## config.mk

```make
export PLATFORM = sky130hd
export DESIGN_NAME = sliding_window_packet_table
export DESIGN_NICKNAME = d
export VERILOG_FILES = /design/src/rtl/core/swpt_pkg.sv /design/src/rtl/core/sliding_window_packet_table.sv /design/src/rtl/core/swpt_front.sv /design/src/rtl/core/swpt_back.sv
export SDC_FILE = /design/constraint.sdc
export NUM_CORES = 2
export LEC_CHECK = 0
export BUFFER_PORTS_ARGS = -buffer_cell sky130_fd_sc_hd__buf_2
export CAP_MARGIN = 20
export CORE_MARGIN = 2
export CORE_UTILIZATION = 62
export CTS_CLUSTER_DIAMETER = 150
export DETAILED_ROUTE_END_ITERATION = 6
export GPL_ROUTABILITY_DRIVEN = 0
export PLACE_DENSITY = 0.8
export SYNTH_ARGS = -nofsm -noshare
export SYNTH_HDL_FRONTEND = slang
export SYNTH_SLANG_ARGS = --single-unit
```

## constraint.sdc

```tcl
create_clock -name clock -period 10.75 [get_ports clock]
set_input_delay 0.5375 -clock clock [delete_from_list [all_inputs] [get_ports clock]]
set_output_delay 0.5375 -clock clock [all_outputs]
set_load 0.01 [all_outputs]
```

## src/rtl/core/swpt_pkg.sv

```systemverilog
// Shared types and constants of the sliding-window packet table.
package swpt_pkg;

   localparam int SLOTS_MAX = 16;
   localparam int PDU_MAX   = 1500;
   localparam int SLOT_W    = $clog2(SLOTS_MAX);
   localparam int WIN_W     = SLOT_W + 1;
   localparam int SEQ_W     = 32;
   localparam int LEN_W     = 11;
   localparam int ACT_W     = 3;
   localparam int STAT_W    = 3;
   localparam int MOD_STEPS = SEQ_W / 2;

   typedef enum logic [ACT_W-1:0] {
      ACT_ENQUEUE = 3'd0,
      ACT_ACK     = 3'd1,
      ACT_LOOKUP  = 3'd2,
      ACT_STORE   = 3'd3,
      ACT_CLEAR   = 3'd4,
      ACT_RESTART = 3'd5
   } action_type;

   typedef enum logic [STAT_W-1:0] {
      ST_OK        = 3'd0,
      ST_CLOSED    = 3'd1,
      ST_NOT_FOUND = 3'd2,
      ST_BEYOND    = 3'd3,
      ST_DUPLICATE = 3'd4,
      ST_FULL      = 3'd5
   } status_type;

   typedef enum logic [2:0] {
      FSM_IDLE,
      FSM_EXEC,
      FSM_SCAN,
      FSM_MOD,
      FSM_DONE
   } fsm_type;

   typedef struct packed {
      logic [ACT_W-1:0] action;
      logic [SEQ_W-1:0] seq_num;
      logic [LEN_W-1:0] pdu_length;
   } item_type;

   // Handshake between the front queue and the back sequencer.
   typedef struct packed {
      logic     valid;
      item_type item;
   } queue_out_type;

endpackage

```

## src/rtl/core/sliding_window_packet_table.sv

```systemverilog
// Top level of the sliding-window packet table for a selective-repeat link.
//
// Requests arrive on the req_ stream: tuser carries the action, tdata the
// sequence number and payload length. Each request gives exactly one result
// transfer on the rsp_ stream, in order, with the status in tuser and the
// slot, stored length, closed flag, lower-edge slot and both window edges in
// tdata. The slot addresses an external payload buffer.
// A two-entry queue sits between the request side and the sequencer, so
// requests are taken while an earlier result still waits at the output.
// Enqueue, restart and unused actions go from the execute state straight to the result.
// Acknowledge (at a width above one), lookup, store and clear walk at most the W slots
// of a window of W slots, one per cycle. An acknowledge that moves the window then works
// out the lower-edge slot, two remainder bits per cycle.
// A stalled receiver holds the result register; once the queue fills,
// req_tready falls. Reset (synchronous) empties the queue, clears the table and
// sets the window width to eight; a csr_ write also restarts the table.
module sliding_window_packet_table (
   input  logic        clock,
   input  logic        reset,
   input  logic        csr_wr_en,
   input  logic [4:0]  csr_wr_data,   // window width in slots
   input  logic        req_tvalid,
   output logic        req_tready,
   input  logic [2:0]  req_tuser,     // action
   input  logic [47:0] req_tdata,     // seq_num, pdu_length, zero pad
   output logic        rsp_tvalid,
   input  logic        rsp_tready,
   output logic [2:0]  rsp_tuser,     // status
   output logic [87:0] rsp_tdata      // slot, slot_length, closed, lowest_slot,
                                      // window_low, window_high, zero pad
);
   import swpt_pkg::*;

   queue_out_type q;
   logic          q_pop;

   swpt_front u_front (
      .clock      (clock),
      .reset      (reset),
      .req_tvalid (req_tvalid),
      .req_tready (req_tready),
      .req_tuser  (req_tuser),
      .req_tdata  (req_tdata),
      .q_out      (q),
      .q_pop      (q_pop)
   );

   swpt_back u_back (
      .clock       (clock),
      .reset       (reset),
      .csr_wr_en   (csr_wr_en),
      .csr_wr_data (csr_wr_data),
      .q_in        (q),
      .q_pop       (q_pop),
      .rsp_tvalid  (rsp_tvalid),
      .rsp_tready  (rsp_tready),
      .rsp_tuser   (rsp_tuser),
      .rsp_tdata   (rsp_tdata)
   );

endmodule

```

## src/rtl/core/swpt_front.sv

```systemverilog
// Front part: accepts request transfers, saturates the length and queues them.
module swpt_front (
   input  logic               clock,
   input  logic               reset,
   input  logic               req_tvalid,
   output logic               req_tready,
   input  logic [2:0]         req_tuser,
   input  logic [47:0]        req_tdata,
   output swpt_pkg::queue_out_type q_out,
   input  logic               q_pop
);
   import swpt_pkg::*;

   item_type   buf_ff [2];
   item_type   buf_in [2];
   logic       wr_ptr_ff, wr_ptr_in;
   logic       rd_ptr_ff, rd_ptr_in;
   logic [1:0] count_ff, count_in;
   logic       push;
   logic       pop;
   item_type   new_item;

   always_comb begin
      new_item.action  = req_tuser;
      new_item.seq_num = req_tdata[SEQ_W-1:0];
      if (req_tdata[SEQ_W+LEN_W-1:SEQ_W] > LEN_W'(PDU_MAX)) begin
         new_item.pdu_length = LEN_W'(PDU_MAX);
      end else begin
         new_item.pdu_length = req_tdata[SEQ_W+LEN_W-1:SEQ_W];
      end
   end

   assign req_tready = (count_ff != 2'd2);
   assign push       = req_tvalid && req_tready;
   assign pop        = q_pop && (count_ff != 2'd0);
   assign q_out.valid = (count_ff != 2'd0);
   assign q_out.item  = buf_ff[rd_ptr_ff];

   always_comb begin
      buf_in    = buf_ff;
      wr_ptr_in = wr_ptr_ff;
      rd_ptr_in = rd_ptr_ff;
      count_in  = count_ff;
      if (push) begin
         buf_in[wr_ptr_ff] = new_item;
         wr_ptr_in = ~wr_ptr_ff;
      end
      if (pop) begin
         rd_ptr_in = ~rd_ptr_ff;
      end
      if (push && !pop) begin
         count_in = count_ff + 2'd1;
      end else if (pop && !push) begin
         count_in = count_ff - 2'd1;
      end
   end

   always_ff @(posedge clock) begin
      buf_ff <= buf_in;
      if (reset) begin
         wr_ptr_ff <= 1'b0;
         rd_ptr_ff <= 1'b0;
         count_ff  <= 2'd0;
      end else begin
         wr_ptr_ff <= wr_ptr_in;
         rd_ptr_ff <= rd_ptr_in;
         count_ff  <= count_in;
      end
   end

endmodule

```

## src/rtl/core/swpt_back.sv

```systemverilog
// Back part: slot table, window state and the sequencer that carries out each operation.
module swpt_back (
   input  logic               clock,
   input  logic               reset,
   input  logic               csr_wr_en,
   input  logic [4:0]         csr_wr_data,
   input  swpt_pkg::queue_out_type q_in,
   output logic               q_pop,
   output logic               rsp_tvalid,
   input  logic               rsp_tready,
   output logic [2:0]         rsp_tuser,
   output logic [87:0]        rsp_tdata
);
   import swpt_pkg::*;

   logic [SEQ_W-1:0]  seq_ff [SLOTS_MAX];
   logic [SEQ_W-1:0]  seq_in [SLOTS_MAX];
   logic [LEN_W-1:0]  len_ff [SLOTS_MAX];
   logic [LEN_W-1:0]  len_in [SLOTS_MAX];
   logic [4:0]        wsize_ff, wsize_in;
   logic [SLOT_W-1:0] next_slot_ff, next_slot_in;
   logic [SEQ_W-1:0]  sent_ff, sent_in;
   logic [SEQ_W-1:0]  lower_ff, lower_in;
   logic [SEQ_W-1:0]  upper_ff, upper_in;
   logic              closed_ff, closed_in;
   logic [SLOT_W-1:0] lowest_ff, lowest_in;
   fsm_type           state_ff, state_in;
   item_type          cur_ff, cur_in;
   logic [SLOT_W-1:0] idx_ff, idx_in;
   logic [STAT_W-1:0] status_ff, status_in;
   logic [SLOT_W-1:0] slot_ff, slot_in;
   logic [LEN_W-1:0]  slen_ff, slen_in;
   logic              found_ff, found_in;
   logic [SEQ_W-1:0]  div_ff, div_in;
   logic [WIN_W-1:0]  rem_ff, rem_in;
   logic [SLOT_W-1:0] cnt_ff, cnt_in;
   logic              rv_ff, rv_in;
   logic [2:0]        ru_ff, ru_in;
   logic [87:0]       rd_ff, rd_in;

   logic [WIN_W-1:0]  w;
   logic [WIN_W-1:0]  w_cfg;
   logic              hit;
   logic              last;
   logic [SLOT_W-1:0] ns0;
   logic [SEQ_W-1:0]  sent_nx;
   logic [SEQ_W-1:0]  upper_ack;
   logic [WIN_W-1:0]  rem_a;
   logic [WIN_W-1:0]  rem_b;

   function automatic logic [WIN_W-1:0] clamp_w(input logic [4:0] ws);
      logic [WIN_W-1:0] r;
      if (ws == 5'd0) begin
         r = WIN_W'(1);
      end else if ({1'b0, ws} > 6'(SLOTS_MAX)) begin
         r = WIN_W'(SLOTS_MAX);
      end else begin
         r = WIN_W'(ws);
      end
      return r;
   endfunction

   // One restoring step of the remainder; the remainder always stays below w.
   function automatic logic [WIN_W-1:0] mod_step(input logic [WIN_W-1:0] r,
                                                 input logic b,
                                                 input logic [WIN_W-1:0] d);
      logic [WIN_W:0] t;
      t = {r, b};
      if (t >= {1'b0, d}) begin
         t = t - {1'b0, d};
      end
      return t[WIN_W-1:0];
   endfunction

   assign w         = clamp_w(wsize_ff);
   assign w_cfg     = clamp_w(csr_wr_data);
   assign hit       = (seq_ff[idx_ff] == cur_ff.seq_num);
   assign last      = ({1'b0, idx_ff} + WIN_W'(1)) == w;
   assign ns0       = ((w == WIN_W'(1)) || ({1'b0, next_slot_ff} >= w)) ? '0 : next_slot_ff;
   assign sent_nx   = sent_ff + SEQ_W'(1);
   assign upper_ack = cur_ff.seq_num + SEQ_W'(w);
   assign rem_a     = mod_step(rem_ff, div_ff[SEQ_W-1], w);
   assign rem_b     = mod_step(rem_a, div_ff[SEQ_W-2], w);

   always_comb begin
      seq_in       = seq_ff;
      len_in       = len_ff;
      wsize_in     = wsize_ff;
      next_slot_in = next_slot_ff;
      sent_in      = sent_ff;
      lower_in     = lower_ff;
      upper_in     = upper_ff;
      closed_in    = closed_ff;
      lowest_in    = lowest_ff;
      state_in     = state_ff;
      cur_in       = cur_ff;
      idx_in       = idx_ff;
      status_in    = status_ff;
      slot_in      = slot_ff;
      slen_in      = slen_ff;
      found_in     = found_ff;
      div_in       = div_ff;
      rem_in       = rem_ff;
      cnt_in       = cnt_ff;
      q_pop        = 1'b0;
      rv_in        = rv_ff && !rsp_tready;
      ru_in        = ru_ff;
      rd_in        = rd_ff;

      case (state_ff)
         FSM_IDLE: begin
            if (q_in.valid) begin
               q_pop     = 1'b1;
               cur_in    = q_in.item;
               idx_in    = '0;
               status_in = ST_OK;
               slot_in   = '0;
               slen_in   = '0;
               found_in  = 1'b0;
               state_in  = FSM_EXEC;
            end
         end
         FSM_EXEC: begin
            state_in = FSM_DONE;
            case (cur_ff.action)
               ACT_ENQUEUE: begin
                  if (closed_ff) begin
                     status_in = ST_CLOSED;
                  end else begin
                     if (w == WIN_W'(1)) begin
                        closed_in = 1'b1;
                     end
                     seq_in[ns0] = cur_ff.seq_num;
                     len_in[ns0] = cur_ff.pdu_length;
                     slot_in     = ns0;
                     next_slot_in = (({1'b0, ns0} + WIN_W'(1)) == w) ? '0 : ns0 + SLOT_W'(1);
                     sent_in     = sent_nx;
                     if (sent_nx == upper_ff) begin
                        closed_in = 1'b1;
                     end
                  end
               end
               ACT_ACK: begin
                  if (w == WIN_W'(1)) begin
                     closed_in = 1'b0;
                  end else begin
                     state_in = FSM_SCAN;
                  end
               end
               ACT_LOOKUP, ACT_STORE: begin
                  state_in = FSM_SCAN;
               end
               ACT_CLEAR: begin
                  status_in = ST_NOT_FOUND;
                  state_in  = FSM_SCAN;
               end
               ACT_RESTART: begin
                  for (int i = 0; i < SLOTS_MAX; i++) begin
                     seq_in[i] = '0;
                     len_in[i] = '0;
                  end
                  next_slot_in = '0;
                  sent_in      = '0;
                  lower_in     = '0;
                  upper_in     = SEQ_W'(w);
                  closed_in    = 1'b0;
                  lowest_in    = '0;
               end
               default: begin
               end
            endcase
         end
         FSM_SCAN: begin
            idx_in = idx_ff + SLOT_W'(1);
            case (cur_ff.action)
               ACT_ACK: begin
                  if (hit) begin
                     slot_in = idx_ff;
                     if (cur_ff.seq_num > upper_ff) begin
                        status_in = ST_BEYOND;
                        state_in  = FSM_DONE;
                     end else begin
                        lower_in = cur_ff.seq_num;
                        upper_in = upper_ack;
                        if (sent_ff != upper_ack) begin
                           closed_in = 1'b0;
                        end
                        div_in   = cur_ff.seq_num;
                        rem_in   = '0;
                        cnt_in   = '0;
                        state_in = FSM_MOD;
                     end
                  end else if (last) begin
                     status_in = ST_NOT_FOUND;
                     state_in  = FSM_DONE;
                  end
               end
               ACT_LOOKUP: begin
                  if (hit) begin
                     slot_in  = idx_ff;
                     slen_in  = len_ff[idx_ff];
                     state_in = FSM_DONE;
                  end else if (last) begin
                     status_in = ST_NOT_FOUND;
                     state_in  = FSM_DONE;
                  end
               end
               ACT_STORE: begin
                  if (hit) begin
                     status_in = ST_DUPLICATE;
                     slot_in   = idx_ff;
                     state_in  = FSM_DONE;
                  end else if (len_ff[idx_ff] == '0) begin
                     seq_in[idx_ff] = cur_ff.seq_num;
                     len_in[idx_ff] = cur_ff.pdu_length;
                     status_in = ST_OK;
                     slot_in   = idx_ff;
                     state_in  = FSM_DONE;
                  end else if (last) begin
                     status_in = ST_FULL;
                     state_in  = FSM_DONE;
                  end
               end
               ACT_CLEAR: begin
                  if (hit) begin
                     seq_in[idx_ff] = '0;
                     len_in[idx_ff] = '0;
                     if (!found_ff) begin
                        found_in  = 1'b1;
                        status_in = ST_OK;
                        slot_in   = idx_ff;
                     end
                  end
                  if (last) begin
                     state_in = FSM_DONE;
                  end
               end
               default: begin
                  state_in = FSM_DONE;
               end
            endcase
         end
         FSM_MOD: begin
            // Two remainder bits per cycle from the most significant end.
            rem_in = rem_b;
            div_in = {div_ff[SEQ_W-3:0], 2'b00};
            cnt_in = cnt_ff + SLOT_W'(1);
            if (cnt_ff == SLOT_W'(MOD_STEPS - 1)) begin
               lowest_in = rem_b[SLOT_W-1:0];
               state_in  = FSM_DONE;
            end
         end
         FSM_DONE: begin
            if (!rv_ff || rsp_tready) begin
               rv_in    = 1'b1;
               ru_in    = status_ff;
               rd_in    = {4'd0, upper_ff, lower_ff, lowest_ff, closed_ff, slen_ff, slot_ff};
               state_in = FSM_IDLE;
            end
         end
         default: begin
            state_in = FSM_IDLE;
         end
      endcase

      // A register write restarts the table with the new width.
      if (csr_wr_en) begin
         wsize_in = csr_wr_data;
         for (int i = 0; i < SLOTS_MAX; i++) begin
            seq_in[i] = '0;
            len_in[i] = '0;
         end
         next_slot_in = '0;
         sent_in      = '0;
         lower_in     = '0;
         upper_in     = SEQ_W'(w_cfg);
         closed_in    = 1'b0;
         lowest_in    = '0;
      end
   end

   assign rsp_tvalid = rv_ff;
   assign rsp_tuser  = ru_ff;
   assign rsp_tdata  = rd_ff;

   always_ff @(posedge clock) begin
      cur_ff    <= cur_in;
      idx_ff    <= idx_in;
      status_ff <= status_in;
      slot_ff   <= slot_in;
      slen_ff   <= slen_in;
      found_ff  <= found_in;
      div_ff    <= div_in;
      rem_ff    <= rem_in;
      cnt_ff    <= cnt_in;
      ru_ff     <= ru_in;
      rd_ff     <= rd_in;
      if (reset) begin
         for (int i = 0; i < SLOTS_MAX; i++) begin
            seq_ff[i] <= '0;
            len_ff[i] <= '0;
         end
         wsize_ff     <= 5'd8;
         next_slot_ff <= '0;
         sent_ff      <= '0;
         lower_ff     <= '0;
         upper_ff     <= SEQ_W'(8);
         closed_ff    <= 1'b0;
         lowest_ff    <= '0;
         state_ff     <= FSM_IDLE;
         rv_ff        <= 1'b0;
      end else begin
         seq_ff       <= seq_in;
         len_ff       <= len_in;
         wsize_ff     <= wsize_in;
         next_slot_ff <= next_slot_in;
         sent_ff      <= sent_in;
         lower_ff     <= lower_in;
         upper_ff     <= upper_in;
         closed_ff    <= closed_in;
         lowest_ff    <= lowest_in;
         state_ff     <= state_in;
         rv_ff        <= rv_in;
      end
   end

endmodule

```

---- After elaboration in Yosys (flattened, before gate mapping) ----
Index checks and enable logic that the tools add are counted.
W data, S select, Z words.
operators by class
  add/sub/neg operators ................... 11
  $lt $le $gt $ge ......................... 14
  bitwise logic cells ..................... 10
  multiplexer cells ....................... 136
  reduce and logical (&&, ||, !) cells .... 46
  eq/ne operators ......................... 52
operator list
  cell                 number
  $pmux W512 S2        3
  $mux W512            4
  $pmux W176 S2        3
  $bwmux W512          2
  $mux W176            4
  $and A512 B512 Y512  1
  $not A512 Y512       1
  $mux W32             13
  $bwmux W176          2
  $demux W32 S4        2
  $pmux W32 S2         4
  $mux W46             4
  $and A176 B176 Y176  1
  $not A176 Y176       1
  $bmux W32 S4         1
  $bwmux W92           1
  $demux W11 S4        2
  $mux W11             8
  $eq A32 B32 Y1       2
  $mux W4              16
  $mux W3              21
  $mux W5              10
  $demux W46 S1        1
  $bmux W11 S4         1
  64 further kinds     161
word-level totals
  output and inout bits ................... 93
  input port bits ......................... 61
  flip-flop bits (word level) ............. 1095

---- Depth between registers and ports, before layout ----
  depth in word-level cells ............... 15
  mapped depth ............................ 23
  mapped depth without buffers ............ 22

---- Hierarchy ----
Synthesis repeated with hierarchy kept, for this count alone.
second synthesis, totals
  cells, all modules ...................... 6380
  area total of the unflattened synthesis .. 59908.7 um^2
by module, submodules not included
  module      cells each  area each (um^2)  seq. area each (um^2)  times used
  swpt_back   6196        56259.0           21971.1                1
  swpt_front  184         3649.8            2842.7                 1

---- Least setup slack after synthesis ----
Ideal clock, no wire load.
  path kind ............................... flip-flop to flip-flop
  start ................................... register u_back.idx_ff[0]
  end ..................................... register u_back.cnt_ff[0] (enable)
  period minus slack after synthesis ...... 6.279 ns
  slack ................................... 4.471 ns
  arrival ................................. 5.780 ns
  stages on the path, launching flop included .. 15
  data required time ...................... 10.251 ns
  setup time .............................. 0.499 ns
  path through ............................ edfxtp_1 buf_2 buf_6 buf_4 buf_2 mux4_2 mux2i_1 xnor2_1 o211ai_1 nor4b_1 o221a_2 and3_1 buf_2 nor2_1 nor3b_1
on the way
  cells in the longest elaborated chain, start to end .. 7
RTL lines
  item                                         line              text
  from (decl)                                  swpt_back.sv:29   logic [SLOT_W-1:0] idx_ff, idx_in;
  from (signal assigned)                       swpt_back.sv:288  idx_ff <= idx_in;
  $not A4 Y5 (not written as such)             swpt_back.sv:77   assign hit = (seq_ff[idx_ff] == cur_ff.seq_num);
  $bmux W32 S4                                 swpt_back.sv:77
  $mux W32 (not written as such) (2 in a row)  swpt_back.sv:77
  $eq A32 B32 Y1                               swpt_back.sv:77
  $ne A2 B1 Y1 (no line)                       n/a
  $reduce_and A4 Y1 (no line)                  n/a
  to (signal assigned)                         swpt_back.sv:295  cnt_ff <= cnt_in;
  to (decl)                                    swpt_back.sv:36   logic [SLOT_W-1:0] cnt_ff, cnt_in;
Every way passes these cells. The select of a mux whose other input is x is not followed.
A chain may end at the register's enable or synchronous reset.

---- Worst setup path after layout ----
  start ................................... register u_back.idx_ff[2]
  end ..................................... register u_back.seq_ff[62] (netlist name)
on the way
  cells in the longest elaborated chain, start to end .. 10
RTL lines
  item                                                                       line                                text
  $not A4 Y5 (not written as such) *                                         n/a
  $ge A5 B5 Y1 (not written as such) / $lt A5 B1 Y1 (equally long branches)  swpt_back.sv:214, swpt_back.sv:226
  $logic_and A1 B1 Y1 (not written as such)                                  swpt_back.sv:214, swpt_back.sv:226
  $mux W32 (not written as such)                                             swpt_back.sv:214, swpt_back.sv:226
  $demux W32 S4                                                              swpt_back.sv:214, swpt_back.sv:226
  $bwmux W512 / $not A512 Y512 (equally long branches)                       n/a
  $mux W512 / $and A512 B512 Y512 (equally long branches)                    n/a
  $mux W512, on equally long branches                                        swpt_back.sv:209, swpt_back.sv:225
  $pmux W512 S2                                                              swpt_back.sv:175                    case (cur_ff.action)
  $pmux W512 S2                                                              swpt_back.sv:110                    case (state_ff)
  to (signal assigned)                                                       swpt_back.sv:313                    seq_ff <= seq_in;
  to (decl)                                                                  swpt_back.sv:16                     logic [SEQ_W-1:0] seq_ff [SLOTS_MAX];
Every way passes the cells marked *; elsewhere a longest branch is shown, timed or not. The select of a mux whose other input is x is not followed.

==> results.json <==
{
  "synthArstFlopShare_pct": 0,
  "fillCellCount": 5474,
  "cts_resized": 0,
  "powerDensity_nw_per_um2": 240.4,
  "grt_pass1_vias": 35770,
  "die_w_um": 282.8,
  "crit_type": "flop to flop",
  "use_met2_pct": 54.63,
  "cts_tree": "built",
  "io_pins": 154,
  "synth.distinct_cells": 92,
  "cts.htree.levels": 3,
  "grt-ovfl-total": 0,
  "grt_util_met3_pct": 9.353,
  "skew_ns": 0.02711,
  "die_h_um": 282.8,
  "avgSynthCellArea_um2": 11.36,
  "post_cts_buffers": 0,
  "seq_area_um2": 24820,
  "drv_cap": 0,
  "multi_input_area_um2": 21180,
  "crit_fanout": 49,
  "syn_inst": 4241,
  "initial_utilization_pct": 62.40,
  "cp-end-kind": "flop",
  "drtPass1Iterations": 6,
  "vias": 37230,
  "worst_ep_arrival_time_ns": 7.61,
  "core_um2": 77210,
  "hold-worst-slack_ns": 0.02688,
  "status": "complete, no violations",
  "required_ns": 11.36,
  "irDropWorstVdd_uv": 174.6,
  "final-max-slew-violation-count": 0,
  "clock-root-buffer": "clkbuf_16",
  "synth_ff_type": "dfxtp_1",
  "rows": 102,
  "drive_above_1_share_pct": 15.84,
  "ys_ff_latch": 1095,
  "via_per_inst": 6.996,
  "fmax_ghz": 0.1430,
  "cts_buffers": 108,
  "slew_headroom_pct": 21.77,
  "synthesis.area_um2": 48180,
  "nets": 4320,
  "grt-busiest-layer": "met2",
  "cts_num_sinks": 1095,
  "dieArea_um2": 79960,
  "place_hpwl_um": 85130,
  "fin_setup_tns_ns": 0,
  "antenna_found_initial": 6,
  "timing.final.crit_share_pct": 65.05,
  "finalSetupViolCount": 0,
  "grt_max_degree": 104,
  "cts_buffer_depth": 3,
  "io_buffers": 144,
  "clkTransAtPathRegs_ns": 0.06,
  "use_met1_pct": 45.20,
  "groute.usage.overall_pct": 35.44,
  "period_needed_ns": 6.993,
  "critPathLaunchType": "flop",
  "grt_pass1_wl_um": 215700,
  "wl_per_cell_um": 26.95,
  "drc": 0,
  "hold_viol": 0,
  "holdBufCountCts": 0,
  "p_leak_uw": 0.01930,
  "clock_latency_ns": 0.70,
  "ys_seq_area_share_pct": 51.50,
  "area_growth_pct": 9.896,
  "ant_nets": 0,
  "ys.warnings.count": 0,
  "totalWireLength_um": 143400,
  "drt_iter0_markers": 5204,
  "hold_path.class": "input port to flop",
  "tightest_slew_ns": 1.173,
  "synth-edff-count": 289,
  "rsz0062_at_grt": "no"
}
[per-layer routing]
| layer | vias up | routed length [um] | part of all wire (%) |
|---|---|---|---|
| li1 | 15990 | - | - |
| met2 | 2416 | 64230 | 45 |
| met4 | 4 | 8949 | 6.2 |
| met3 | 572 | 16900 | 12 |
| met5 | - | 34 | 0.024 |
| met1 | 18250 | 53310 | 37 |
[logic make-up after synthesis]
group / share of synthesized area, %
xor+xnor: 2.830
flops: 51.50
other cells: 0.007783
fa+ha+maj: 1.735
simple gates: 8.801
buf+inv: 4.999
mux: 10.87
compound gates: 19.26
[report_power, final]
part / internal (uW) / total [uW] / switching (uW)
sequential: 4590 / 4840 / 251
combinational: 1210 / 4010 / 2800
clock: 2230 / 3870 / 1640
[final cells by class]
type	count	area share, %
Inverter	108	0.7656
Clock inverter	36	0.9546
Sequential cell	1095	46.86
Timing Repair Buffer	256	3.053
Antenna cell	3	0.01418
Multi-Input combinational cell	2625	40.00
Clock buffer	159	5.896
Tap cell	1040	2.457
[synth_stat cells, types with 83 or more instances]
cell / instances / area, um2
dfxtp_1: 806 / 16140
a22o_1: 434 / 3801
edfxtp_1: 289 / 8678
nand2_1: 263 / 987.2
clkbuf_1: 212 / 795.8
a21oi_1: 202 / 1011
a32o_1: 172 / 1722
mux2i_1: 160 / 1602
nor2_1: 132 / 495.5
o21ai_0: 131 / 655.6
mux4_2: 120 / 2703
buf_2: 115 / 575.6
xnor2_1: 113 / 989.7
inv_1: 99 / 371.6
mux2_2: 83 / 934.7
[cells in the final DEF, fill, tap and decap left out, types with 18 or more instances in the layout]
cell | synthesis | layout
a21oi_1 | 202 | 198
a22o_1 | 434 | 434
a22oi_1 | 65 | 65
a31oi_1 | 19 | 19
a32o_1 | 172 | 172
and2_1 | 30 | 27
and3_1 | 40 | 35
buf_2 | 115 | 144
buf_4 | 43 | 107
clkbuf_1 | 212 | 29
clkbuf_16 | 0 | 110
clkbuf_8 | 0 | 18
dfxtp_1 | 806 | 805
edfxtp_1 | 289 | 289
ha_1 | 62 | 62
inv_1 | 99 | 98
mux2_2 | 83 | 83
mux2i_1 | 160 | 160
mux4_2 | 120 | 120
nand2_1 | 263 | 262
nand2b_1 | 21 | 21
nand3_1 | 79 | 77
nand4_1 | 36 | 36
nor2_1 | 132 | 130
nor2b_1 | 26 | 26
nor3_1 | 54 | 54
nor4_1 | 21 | 20
o21ai_0 | 131 | 131
o21ai_1 | 35 | 35
or3_1 | 69 | 69
xnor2_1 | 113 | 113
xor2_1 | 35 | 35
[state kept, by name, summed over array words and instances, names as in the netlist, 5 cells and up]
register and flops:
u_back.rsp_tdata 84, u_back.lower_ff 32, u_back.seq_ff 512, u_back.rem_ff 5
u_front.buf_ff 92, u_back.div_ff 32, u_back.cur_ff 46, u_back.wsize_ff 5
u_back.len_ff 176, u_back.sent_ff 32, u_back.slen_ff 11, u_back.upper_ff 32
[worst max-delay path: stages (launching register included)]
cell	delay, ns
edfxtp_1	0.75
buf_4	0.75
and2_1	0.71
a22oi_1	0.19
nand3_1	0.12
or3b_1	0.41
a2111oi_1	0.51
nand4_1	0.64
o211ai_4	0.56
nand3_4	0.62
a21oi_4	0.70
buf_4	0.62
a22o_1	0.26
[final timing paths]
kind                     start  slack [ns]  cells after the start                   to
min reg2reg  u_back.slot_ff[1]        0.42                      0  u_back.rsp_tdata[1]
min               req_tdata[1]        0.03                      1   u_front.buf_ff[58]
max reg2reg   u_back.idx_ff[2]        3.76                     12    u_back.seq_ff[62]
max           u_back.idx_ff[2]        3.76                     12    u_back.seq_ff[62]
[through the flow]
stage | util, % | instance area, um2 | total power [uW] | std cells | setup WS, ns
6_report | 68.58 | 52950 | 12730 | 5322 | 3.757
5_1_grt | 68.57 | 52950 | 13060 | 5320 | 3.564
4_1_cts | 68.50 | 52890 | 12560 | 5316 | 3.792
3_5_place_dp | 63.80 | 49260 | 8740 | 5121 | 3.901
3_3_place_gp | 63.78 | 49240 | 8681 | 5120 | 3.960
2_1_floorplan | - | 48190 | 7418 | 4244 | 4.471
Note: power is estimated with default switching activity, not from simulation.
